<file path="src/design/cmas_div.sv">
// Restoring unsigned divider, one quotient bit per cycle.
`default_nettype none
module cmas_div #(
  parameter int NUM_W = 52,
  parameter int DEN_W = 24
) (
  input  wire logic             clk,
  input  wire logic             rst_n,
  input  wire logic             start,
  input  wire logic [NUM_W-1:0] num,
  input  wire logic [DEN_W-1:0] den,
  output logic                  done,
  output logic      [NUM_W-1:0] quot
);

  localparam int CW = $clog2(NUM_W + 1);

  logic [NUM_W-1:0] q_r;
  logic [DEN_W-1:0] rem_r;
  logic [DEN_W-1:0] den_r;
  logic [CW-1:0]    cnt_r;
  logic             busy_r;
  logic             done_r;
  logic [DEN_W:0]   trial;
  logic             qbit;

  assign trial = {rem_r, q_r[NUM_W-1]};
  assign qbit  = trial >= {1'b0, den_r};
  assign done  = done_r;
  assign quot  = q_r;

  always_ff @(posedge clk) begin
    if (!rst_n) begin
      busy_r <= 1'b0;
      done_r <= 1'b0;
    end else begin
      done_r <= 1'b0;
      if (start) begin
        busy_r <= 1'b1;
      end else if (busy_r && cnt_r == CW'(NUM_W - 1)) begin
        busy_r <= 1'b0;
        done_r <= 1'b1;
      end
    end
  end

  always_ff @(posedge clk) begin
    if (start) begin
      q_r   <= num;
      rem_r <= '0;
      den_r <= den;
      cnt_r <= '0;
    end else if (busy_r) begin
      q_r   <= {q_r[NUM_W-2:0], qbit};
      rem_r <= qbit ? DEN_W'(trial - {1'b0, den_r}) : trial[DEN_W-1:0];
      cnt_r <= cnt_r + 1'b1;
    end
  end

endmodule
`default_nettype wire

</file>
<file path="config.mk">
export PLATFORM = sky130hd
export DESIGN_NAME = cmas_div
export DESIGN_NICKNAME = d
export VERILOG_FILES = /design/src/design/cmas_div.sv
export SDC_FILE = /design/constraint.sdc
export NUM_CORES = 1
export LEC_CHECK = 0
export ABC_AREA = 1
export BUFFER_PORTS_ARGS = -buffer_cell sky130_fd_sc_hd__buf_2
export CELL_PAD_IN_SITES_DETAIL_PLACEMENT = 0
export CELL_PAD_IN_SITES_GLOBAL_PLACEMENT = 1
export CORE_ASPECT_RATIO = 0.6
export CORE_MARGIN = 5
export CORE_UTILIZATION = 40
export DETAILED_ROUTE_END_ITERATION = 7
export GPL_TIMING_DRIVEN = 0
export MAX_ROUTING_LAYER = met4
export PLACE_DENSITY = 0.93
export SLEW_MARGIN = 20
export SYNTH_ARGS = -nofsm -noshare
export SYNTH_HDL_FRONTEND = slang
export SYNTH_SLANG_ARGS = --single-unit
</file>
<file path="constraint.sdc">
create_clock -name clk -period 3.1 [get_ports clk]
set_input_delay 0.31 -clock clk [delete_from_list [all_inputs] [get_ports clk]]
set_output_delay 0.31 -clock clk [all_outputs]
set_load 0.03 [all_outputs]
</file>
# == Yosys cells after proc, flatten, opt, wreduce, memory -nomap -nowiden ==
# Index checks and enable logic that the tools add are counted.
# classes
add_sub_neg,2
n_lt_le_gt_ge,1
eq_ne,1
muxes,6
bitwise,1
reduce_logical,4
# ops
cell,n
52-bit two-way mux,2
25-bit by 24-bit >= comparator with 1-bit output,1
24-bit two-way mux,1
24-bit subtractor,1
6-bit by 1-bit adder with 6-bit output (second input constant),1
6-bit equality test (second input constant),1
2-bit nonzero test,2
1-bit two-way mux,3
2-bit OR reduction,1
1-bit logical AND,1
1-bit NOT,1
# totals
ff_bits,108
input_bits,79
out_inout_bits,53

# == Longest topological paths before layout ==
# Gate-level depths: netlist of run 1.
# depth
depth_word,4
depth_mapped,15
mapped_depth_nobuf,15

# == Least setup slack after synthesis of run 1 ==
# Ideal clock, no wire load.
# synth_timing
kind,input-to-reg
from,in start
to,"reg q_r[0], in the netlist quot[0] (enable)"
t_arrival_ps,2411
required_time_ps,2663
slack_ps,251
stages,4
n_path_buf,2
cell_sequence,clkbuf_1 -> nor2_1 -> inv_1 -> clkbuf_1
# synth_via
elab_chain_cells,1
# synth_rtl
element,line_no,rtl
"start, declared",9,"input wire logic start,"
2-bit nonzero test (no line),-,
"end signal, assigned",49,q_r <= num;
"end signal, assigned",54,"q_r <= {q_r[NUM_W-2:0], qbit};"
"end, declared",18,logic [NUM_W-1:0] q_r;
# Every way passes these cells.
# A chain may end at the register's enable or synchronous reset.

# == Worst setup path after layout of run 1 ==
# layout_timing
from,in start
to,"reg q_r[43], in the netlist quot[43] (enable)"
# The elaborated chain is that of the path after synthesis.

==> results of run 1 <==
[sequential cells by signal, indices dropped and copies added (netlist names)]
register	flops
den_r	24
done	1
quot	52
busy_r	1
cnt_r	6
rem_r	24
[per-stage QoR]
stage | std cells | utilization, % | area, sq um
5_1_grt | 1201 | 48.8 | 7490
3_5_place_dp | 1185 | 47.0 | 7200
3_3_place_gp | 1184 | 46.8 | 7170
2_1_floorplan | 850 | - | 6260
6_report | 1201 | 48.8 | 7490
4_1_cts | 1201 | 48.8 | 7490
[cell usage after synthesis (7+ instances only)]
library cell	instances	share of area [%]
clkbuf_1	12	0.72
xnor2_1	8	1.1
o21ai_0	10	0.80
nand4_1	8	0.80
nand3_1	66	5.3
edfxtp_1	76	36
dfxtp_1	32	10
ha_1	25	5.0
a21oi_1	16	1.3
o21ai_1	8	0.64
nor2_1	39	2.3
nand2_1	377	23
inv_1	133	8.0
nand3b_1	7	0.84
[worst max-delay path, delay by kind of cell]
family                 cells  cell delay (ns)
buffers and inverters      5             1.74
and+or+nand+nor            1             0.24
[where the power goes]
group / leakage [nW] / internal (W) / switching (W)
clock network: 0.137 / 0.000564 / 0.000566
registers: 1.03 / 0.00167 / 0.0000514
logic: 2.84 / 0.000177 / 0.000399
[cells by family (layout without fill, tap and decap cells)]
kind of cell,Yosys count,count (layout),synth area share [%]
and+or+nand+nor,509,509,33.6
buffers and inverters,161,309,10.0
DFF,108,108,46.7
AOI/OAI and AO/OA,37,37,3.10
adders and majority gates,26,26,5.32
xor gates and xnor gates,9,9,1.26
[layout make-up]
type | count | area, sq um
Buffer | 22 | 110
Clock buffer | 10 | 229
Clock inverter | 6 | 56.3
Fill cell | 1563 | 7840
Inverter | 139 | 522
Multi-Input combinational cell | 581 | 2710
Sequential cell | 108 | 2920
Tap cell | 203 | 254
Timing Repair Buffer | 132 | 683
[routing by layer]
metal  vias up  routed length (microns)  GRT usage (%)
met5         -                        0              -
met4         0                      107           2.71
met3        11                     1040           2.98
met2       158                     6150           23.7
met1      2558                     9440           31.8
li1       2938                        -              -
[path summary, 6_finish.rpt]
kind / to / slack, ns / depth (start not counted)
max reg2reg: rem_r[12] / 0.84 / 15
max: quot[43] / 0.79 / 6
min reg2reg: rem_r[17] / 0.47 / 2
min: den_r[5] / 0.13 / 1
==> metrics.md, run 1 <==
| Metric | Value |
|---|---|
| Ys flop type | `edfxtp_1` |
| Max stage delay on crit path | `0.53 ns` |
| GRT overflow | `0` |
| Most frequent cells in the layout | `nand2_1, buf_2, inv_1` |
| Chip height | `~110 microns` |
| Pre-CTS setup slack | `0.401 ns` |
| Vias per inst | `4.72` |
| Worst r2r src | `quot[51]` |
| CTS sink cnt | `approximately 110` |
| Status | `completed` |
| Req. time, crit path | `roughly 3.1 ns` |
| P_leak | `4.01 nW` |
| Most common cell after layout, fill and taps aside | `nand2_1` |
| Hold Fails Final Rpt | `0` |
| Slew @ Worst Pin | `approximately 0.68 ns` |
| Ant. Diodes | `0` |
| Hold Crit Class | `in -> reg` |
| Max VDD drop | `about 270 uV` |
| Post-synth net total | `about 960` |
| Pwr dens | `~460 mW/mm^2` |
| Startpoint Class | `primary input` |
| Vias in the first global route | `roughly 5,200` |
| Critical path fanouts, max | `between 50 and 60` |
| Largest net degree at the start of global routing | `52` |
| CTS tree | `yes` |
| Critical Path Slowest Stage Cell | `buf_2` |
| GPL Wtd Cong | `around 0.94` |
| Die ar. | `about 0.018 sq mm` |
| Ys Warns | `0` |
| DR WL/cell | `13.9 microns` |
| Io pins | `~130` |
| Arr. time, crit path | `~2.3 ns` |
| Starting Density | `40.8%` |
| Post-CTS sizing | `0` |
| Cts bufs inserted | `9` |
| Total Power | `about 0.0034 W` |
| Setup bufs post-CTS | `0` |
| Crit path from | `start` |
| WS Path Type | `in -> reg` |
| Post-synth EDFFs | `76` |
| Root buffer cell | `clkbuf_16` |
| Number of setup violations in the final report | `0` |
| Initial DRC count | `~510` |
| Die width | `172 microns` |
| Critical path, cell by cell | `buf_2 > clkbuf_1 > nor2_1 > inv_1 > clkbuf_4 > buf_16` |
| GRT Resource Usage Total | `19.0%` |
| Post-route ant nets | `0` |
| Worst-path clk slew | `about 0.08 ns` |
| Cell row count | `35` |
| RSZ-0062 raised after global routing | `no` |
| Number of remaining DRC errors | `0` |
| HP Start | `den[5]` |
| Number of port buffers | `~130` |
| Max-slew violation count | `0` |
| Syn Inst Count | `850` |
| Max-cap viol count | `0` |
| Setup_tns | `0 ns` |
| Netlist Area Pre-Place | `~0.0063 sq mm` |
| DRT Wirelength | `about 17 mm` |
| Core area | `about 0.015 sq mm` |
| Fin nets | `around 1,100` |
| Clk_lat worst skew | `0.35 ns` |
| Pre-Repair DR Iteration Count | `5` |
| First-pass GRT wire length | `about 27 mm` |
| Minimum clock period | `approximately 2.3 ns` |
| Post-DP HPWL | `between 10 and 15 mm` |
| Syn_area_per_cell | `7.36 sq um` |
| Skew final | `approximately 0.009 ns` |
| Yosys reg bits | `108` |
| Initial antenna violation count | `0` |
| CP Capture Type | `flip-flop` |
| Via count | `between 5,000 and 6,000` |
| Cts hold-fix bufs | `0` |
| Setup WS post-layout | `between 0.7 and 0.8 ns` |
| Share of layout cells above drive strength 1 | `16.8%` |
| CTS H-tree depth | `3` |
| Library cells used by synthesis | `34` |
| Asr flop ratio synth | `0%` |
| FMAX | `433 MHz` |
| Max transition margin | `54.9%` |
| Sequential-to-total area share from yosys stat | `a little under half` |
| Final period util | `between 70% and 80%` |
| Worst hold slack | `about 0.13 ns` |
| Clock Path Buffers | `2` |
| Area delta synth->final | `19.6%` |
No activity file was read; power rests on OpenSTA's default activity.
==> run 2: changes to the inputs <==
Clock period 3.1 ns to 2.2 ns, I/O delays scaled along.
==> run 2 against run 1 <==
  * Largest cell class is now multi-input combinational cells
  * Sequential cell count did not move
  * Largest power group unchanged
  * Non-clock buffer count rose by 17
  * Wire length rose by 6.2%
  * Critical path type is now reg -> reg
  * Global-route usage rose by 0.079 points
  * Worst setup slack got worse by 0.74 ns
==> metrics.md, run 2 (synthesis gave the netlist of run 1 again) <==
| Metric | Value |
|---|---|
| Status | `completed (unchanged)` |
| Sw Ratio | `29.9% (was 29.7%)` |
| Cts bufs inserted | `9 (unchanged)` |
| Minimum clock period | `approximately 2.1 ns` |
| P_leak | `4.11 nW (was 4.01 nW)` |
| Max-cap viol count | `0 (unchanged)` |
| Final core occ | `52.2% (was 48.8%)` |
| Critical Path Slowest Stage Cell | `ha_1 (was buf_2)` |
| GPL Wtd Cong | `0.930 (was 0.941)` |
| Vias in the first global route | `5,094 (was 5,234)` |
| Slew @ Worst Pin | `0.608 ns (was 0.676 ns)` |
| Psw | `0.00147 W (was 0.00102 W)` |
| Final period util | `97.7%` |
| Clk_lat worst skew | `0.35 ns (about the same)` |
| Vias per inst | `4.83 (was 4.72)` |
| Worst hold slack | `0.0384 ns (was 0.130 ns)` |
| CTS sink cnt | `108 (unchanged)` |
| Max FFs per register | `52 (unchanged)` |
| Die ar. | `0.0183 sq mm (unchanged)` |
| Setup_tns | `0 ns (unchanged)` |
| Startpoint Class | `flip-flop (was primary input)` |
| CP Capture Type | `flip-flop (unchanged)` |
| Post-DP HPWL | `13.4 mm (was 13.2 mm)` |
| DRT Wirelength | `17.8 mm (was 16.7 mm)` |
| CTS H-tree depth | `3 (unchanged)` |
| FMAX | `465 MHz` |
| Via count | `5,877 (was 5,665)` |
| DR WL/cell | `14.6 microns (was 13.9 microns)` |
| Most frequent cells in the layout | `nand2_1, buf_2, inv_1 (unchanged)` |
| Max-slew violation count | `0 (unchanged)` |
| Hold path depth | `1 (unchanged)` |
| WS Path Type | `reg -> reg (was in -> reg)` |
| Arr. time, crit path | `2.32 ns (was 2.34 ns)` |
| Share of layout cells above drive strength 1 | `23.2% (was 16.8%)` |
| Fin nets | `1,115 (was 1,098)` |
| Combinational share of power | `18.0% (was 16.8%)` |
| CTS tree | `yes (unchanged)` |
| Placed Cells | `1,185 (unchanged)` |
| Critical path, cell by cell | `inv_1 > ha_1 > nand2_2 > nor2_2 > nand3_1 > nand3_4 > nand3b_4 > buf_4 > a31oi_2 (was buf_2 > clkbuf_1 > nor2_1 > inv_1 > clkbuf_4 > buf_16)` |
| Cts hold-fix bufs | `0 (unchanged)` |
| FF-to-FF path depth | `9 (was 15)` |
| Max VDD drop | `423 uV (was 271 uV)` |
| Number of port buffers | `131 (unchanged)` |
| GRT overflow | `0 (unchanged)` |
| Number of remaining DRC errors | `0 (unchanged)` |
| Initial antenna violation count | `0 (unchanged)` |
| Root buffer cell | `clkbuf_16 (unchanged)` |
| Skew final | `0.00642 ns (was 0.00919 ns)` |
| Initial DRC count | `613 (was 508)` |
| Setup WS post-layout | `0.0507 ns (was 0.790 ns)` |
| Number of setup violations in the final report | `0 (unchanged)` |
| CP Depth | `9 (was 6)` |
| Starting Density | `40.8% (unchanged)` |
| Cell row count | `35 (unchanged)` |
| Max stage delay on crit path | `0.35 ns (was 0.53 ns)` |
| Clock Path Buffers | `2 (unchanged)` |
| Pre-CTS setup slack | `-0.417 ns (was 0.401 ns)` |
| Pre-Repair DR Iteration Count | `5 (unchanged)` |
| CP bufs+invs | `2 (was 5)` |
| Delay-heaviest family, CP | `simple AND/OR/NAND/NOR gates (was buffers and inverters)` |
| Chip height | `107 microns (unchanged)` |
| GRT Resource Usage Total | `19.0% (about the same)` |
| Worst-path clk slew | `0.08 ns (about the same)` |
| Hold Crit Class | `in -> reg (unchanged)` |
| Hold Fails Final Rpt | `0 (unchanged)` |
| Largest net degree at the start of global routing | `53 (was 52)` |
| Ant. Diodes | `0 (unchanged)` |
| Most common cell after layout, fill and taps aside | `nand2_1 (unchanged)` |
| Power Internal | `0.00343 W (was 0.00241 W)` |
| First-pass GRT wire length | `26.8 mm (was 27.0 mm)` |
| Die width | `172 microns (unchanged)` |
| Critical path fanouts, max | `10 (was 51)` |
| Pwr dens | `612 mW/mm^2 (was 457 mW/mm^2)` |
| Clock share of power | `32.6% (was 33.0%)` |
| Area delta synth->final | `27.8% (was 19.6%)` |
| Core area | `0.0153 sq mm (unchanged)` |
| Sequential Power Share | `49.3% (was 50.2%)` |
| Fin cells | `1,218 (was 1,201)` |
| Io pins | `132 (unchanged)` |
| Req. time, crit path | `2.37 ns (was 3.13 ns)` |
| Post-route ant nets | `0 (unchanged)` |
| RSZ-0062 raised after global routing | `yes (was no)` |
| Max transition margin | `59.5% (was 54.9%)` |
==> run 2: cell types whose count changed in the layout (fill, tap and decap cells not counted), sizes merged <==
cell / previous run / this run
buf: 142 / 157
clkbuf: 22 / 24
==> run 2: worst register-to-register path, cell delays in order, from the launching register on <==
cell      delay (ns)
edfxtp_1        0.32
inv_1           0.04
ha_1            0.35
nand2_2         0.11
nor2_2          0.17
nand3_1         0.13
nand3_4         0.17
nand3b_4        0.19
buf_4           0.24
a31oi_2         0.25
==> run 2: through the flow <==
stage	area [sq um]	power [W]
after floorplan	6260	0.00298
after global placement	7170	0.00326
after detailed placement	7200	0.00328
after CTS	7530	0.00488
after global routing	8000	0.00511
final	8000	0.00490
==> run 2: repair_timing <==
item	in CTS	in global routing
gates resized for setup	8	68
endpoints found under the hold margin	0	0
setup buffers	3	11
cloned	0	3
setup endpoints to repair	67	25
pin swaps	1	9
==> run 2: area by class of cell <==
cell class,count,area (sq um)
clock buffers,10,229
repair buffers,149,871
flip-flops and latches,108,2920
fillers,1553,7320
inverters,139,522
multi-input cells,581,3010
clock inverters,6,56.3
plain buffers,22,136
well taps,203,254
==> run 2: path summary, 6_finish.rpt <==
| path | from | end | slack [ns] |
|---|---|---|---|
| max | den_r[7] | quot[0] | 0.05 |
| max reg2reg | den_r[7] | quot[0] | 0.05 |
| min reg2reg | rem_r[21] | rem_r[21] | 0.48 |
| min | den[1] | den_r[1] | 0.04 |
==> run 2: routing by layer <==
metal	up-vias	track usage (%)	wire, microns
met5	-	-	0
met4	0	2.88	109
met3	10	3.17	1010
met2	172	23.7	6870
met1	2723	31.8	9790
li1	2972	-	-
==> run 2: power by group through the flow <==
| stage | logic, W | clock network (W) | registers (W) |
|---|---|---|---|
| after floorplan | 0.000321 | 0 | 0.00266 |
| after global placement | 0.000801 | 0 | 0.00246 |
| after detailed placement | 0.000816 | 0 | 0.00246 |
| after CTS | 0.000824 | 0.00163 | 0.00242 |
| after global routing | 0.000969 | 0.00171 | 0.00244 |
| final | 0.000884 | 0.00160 | 0.00242 |
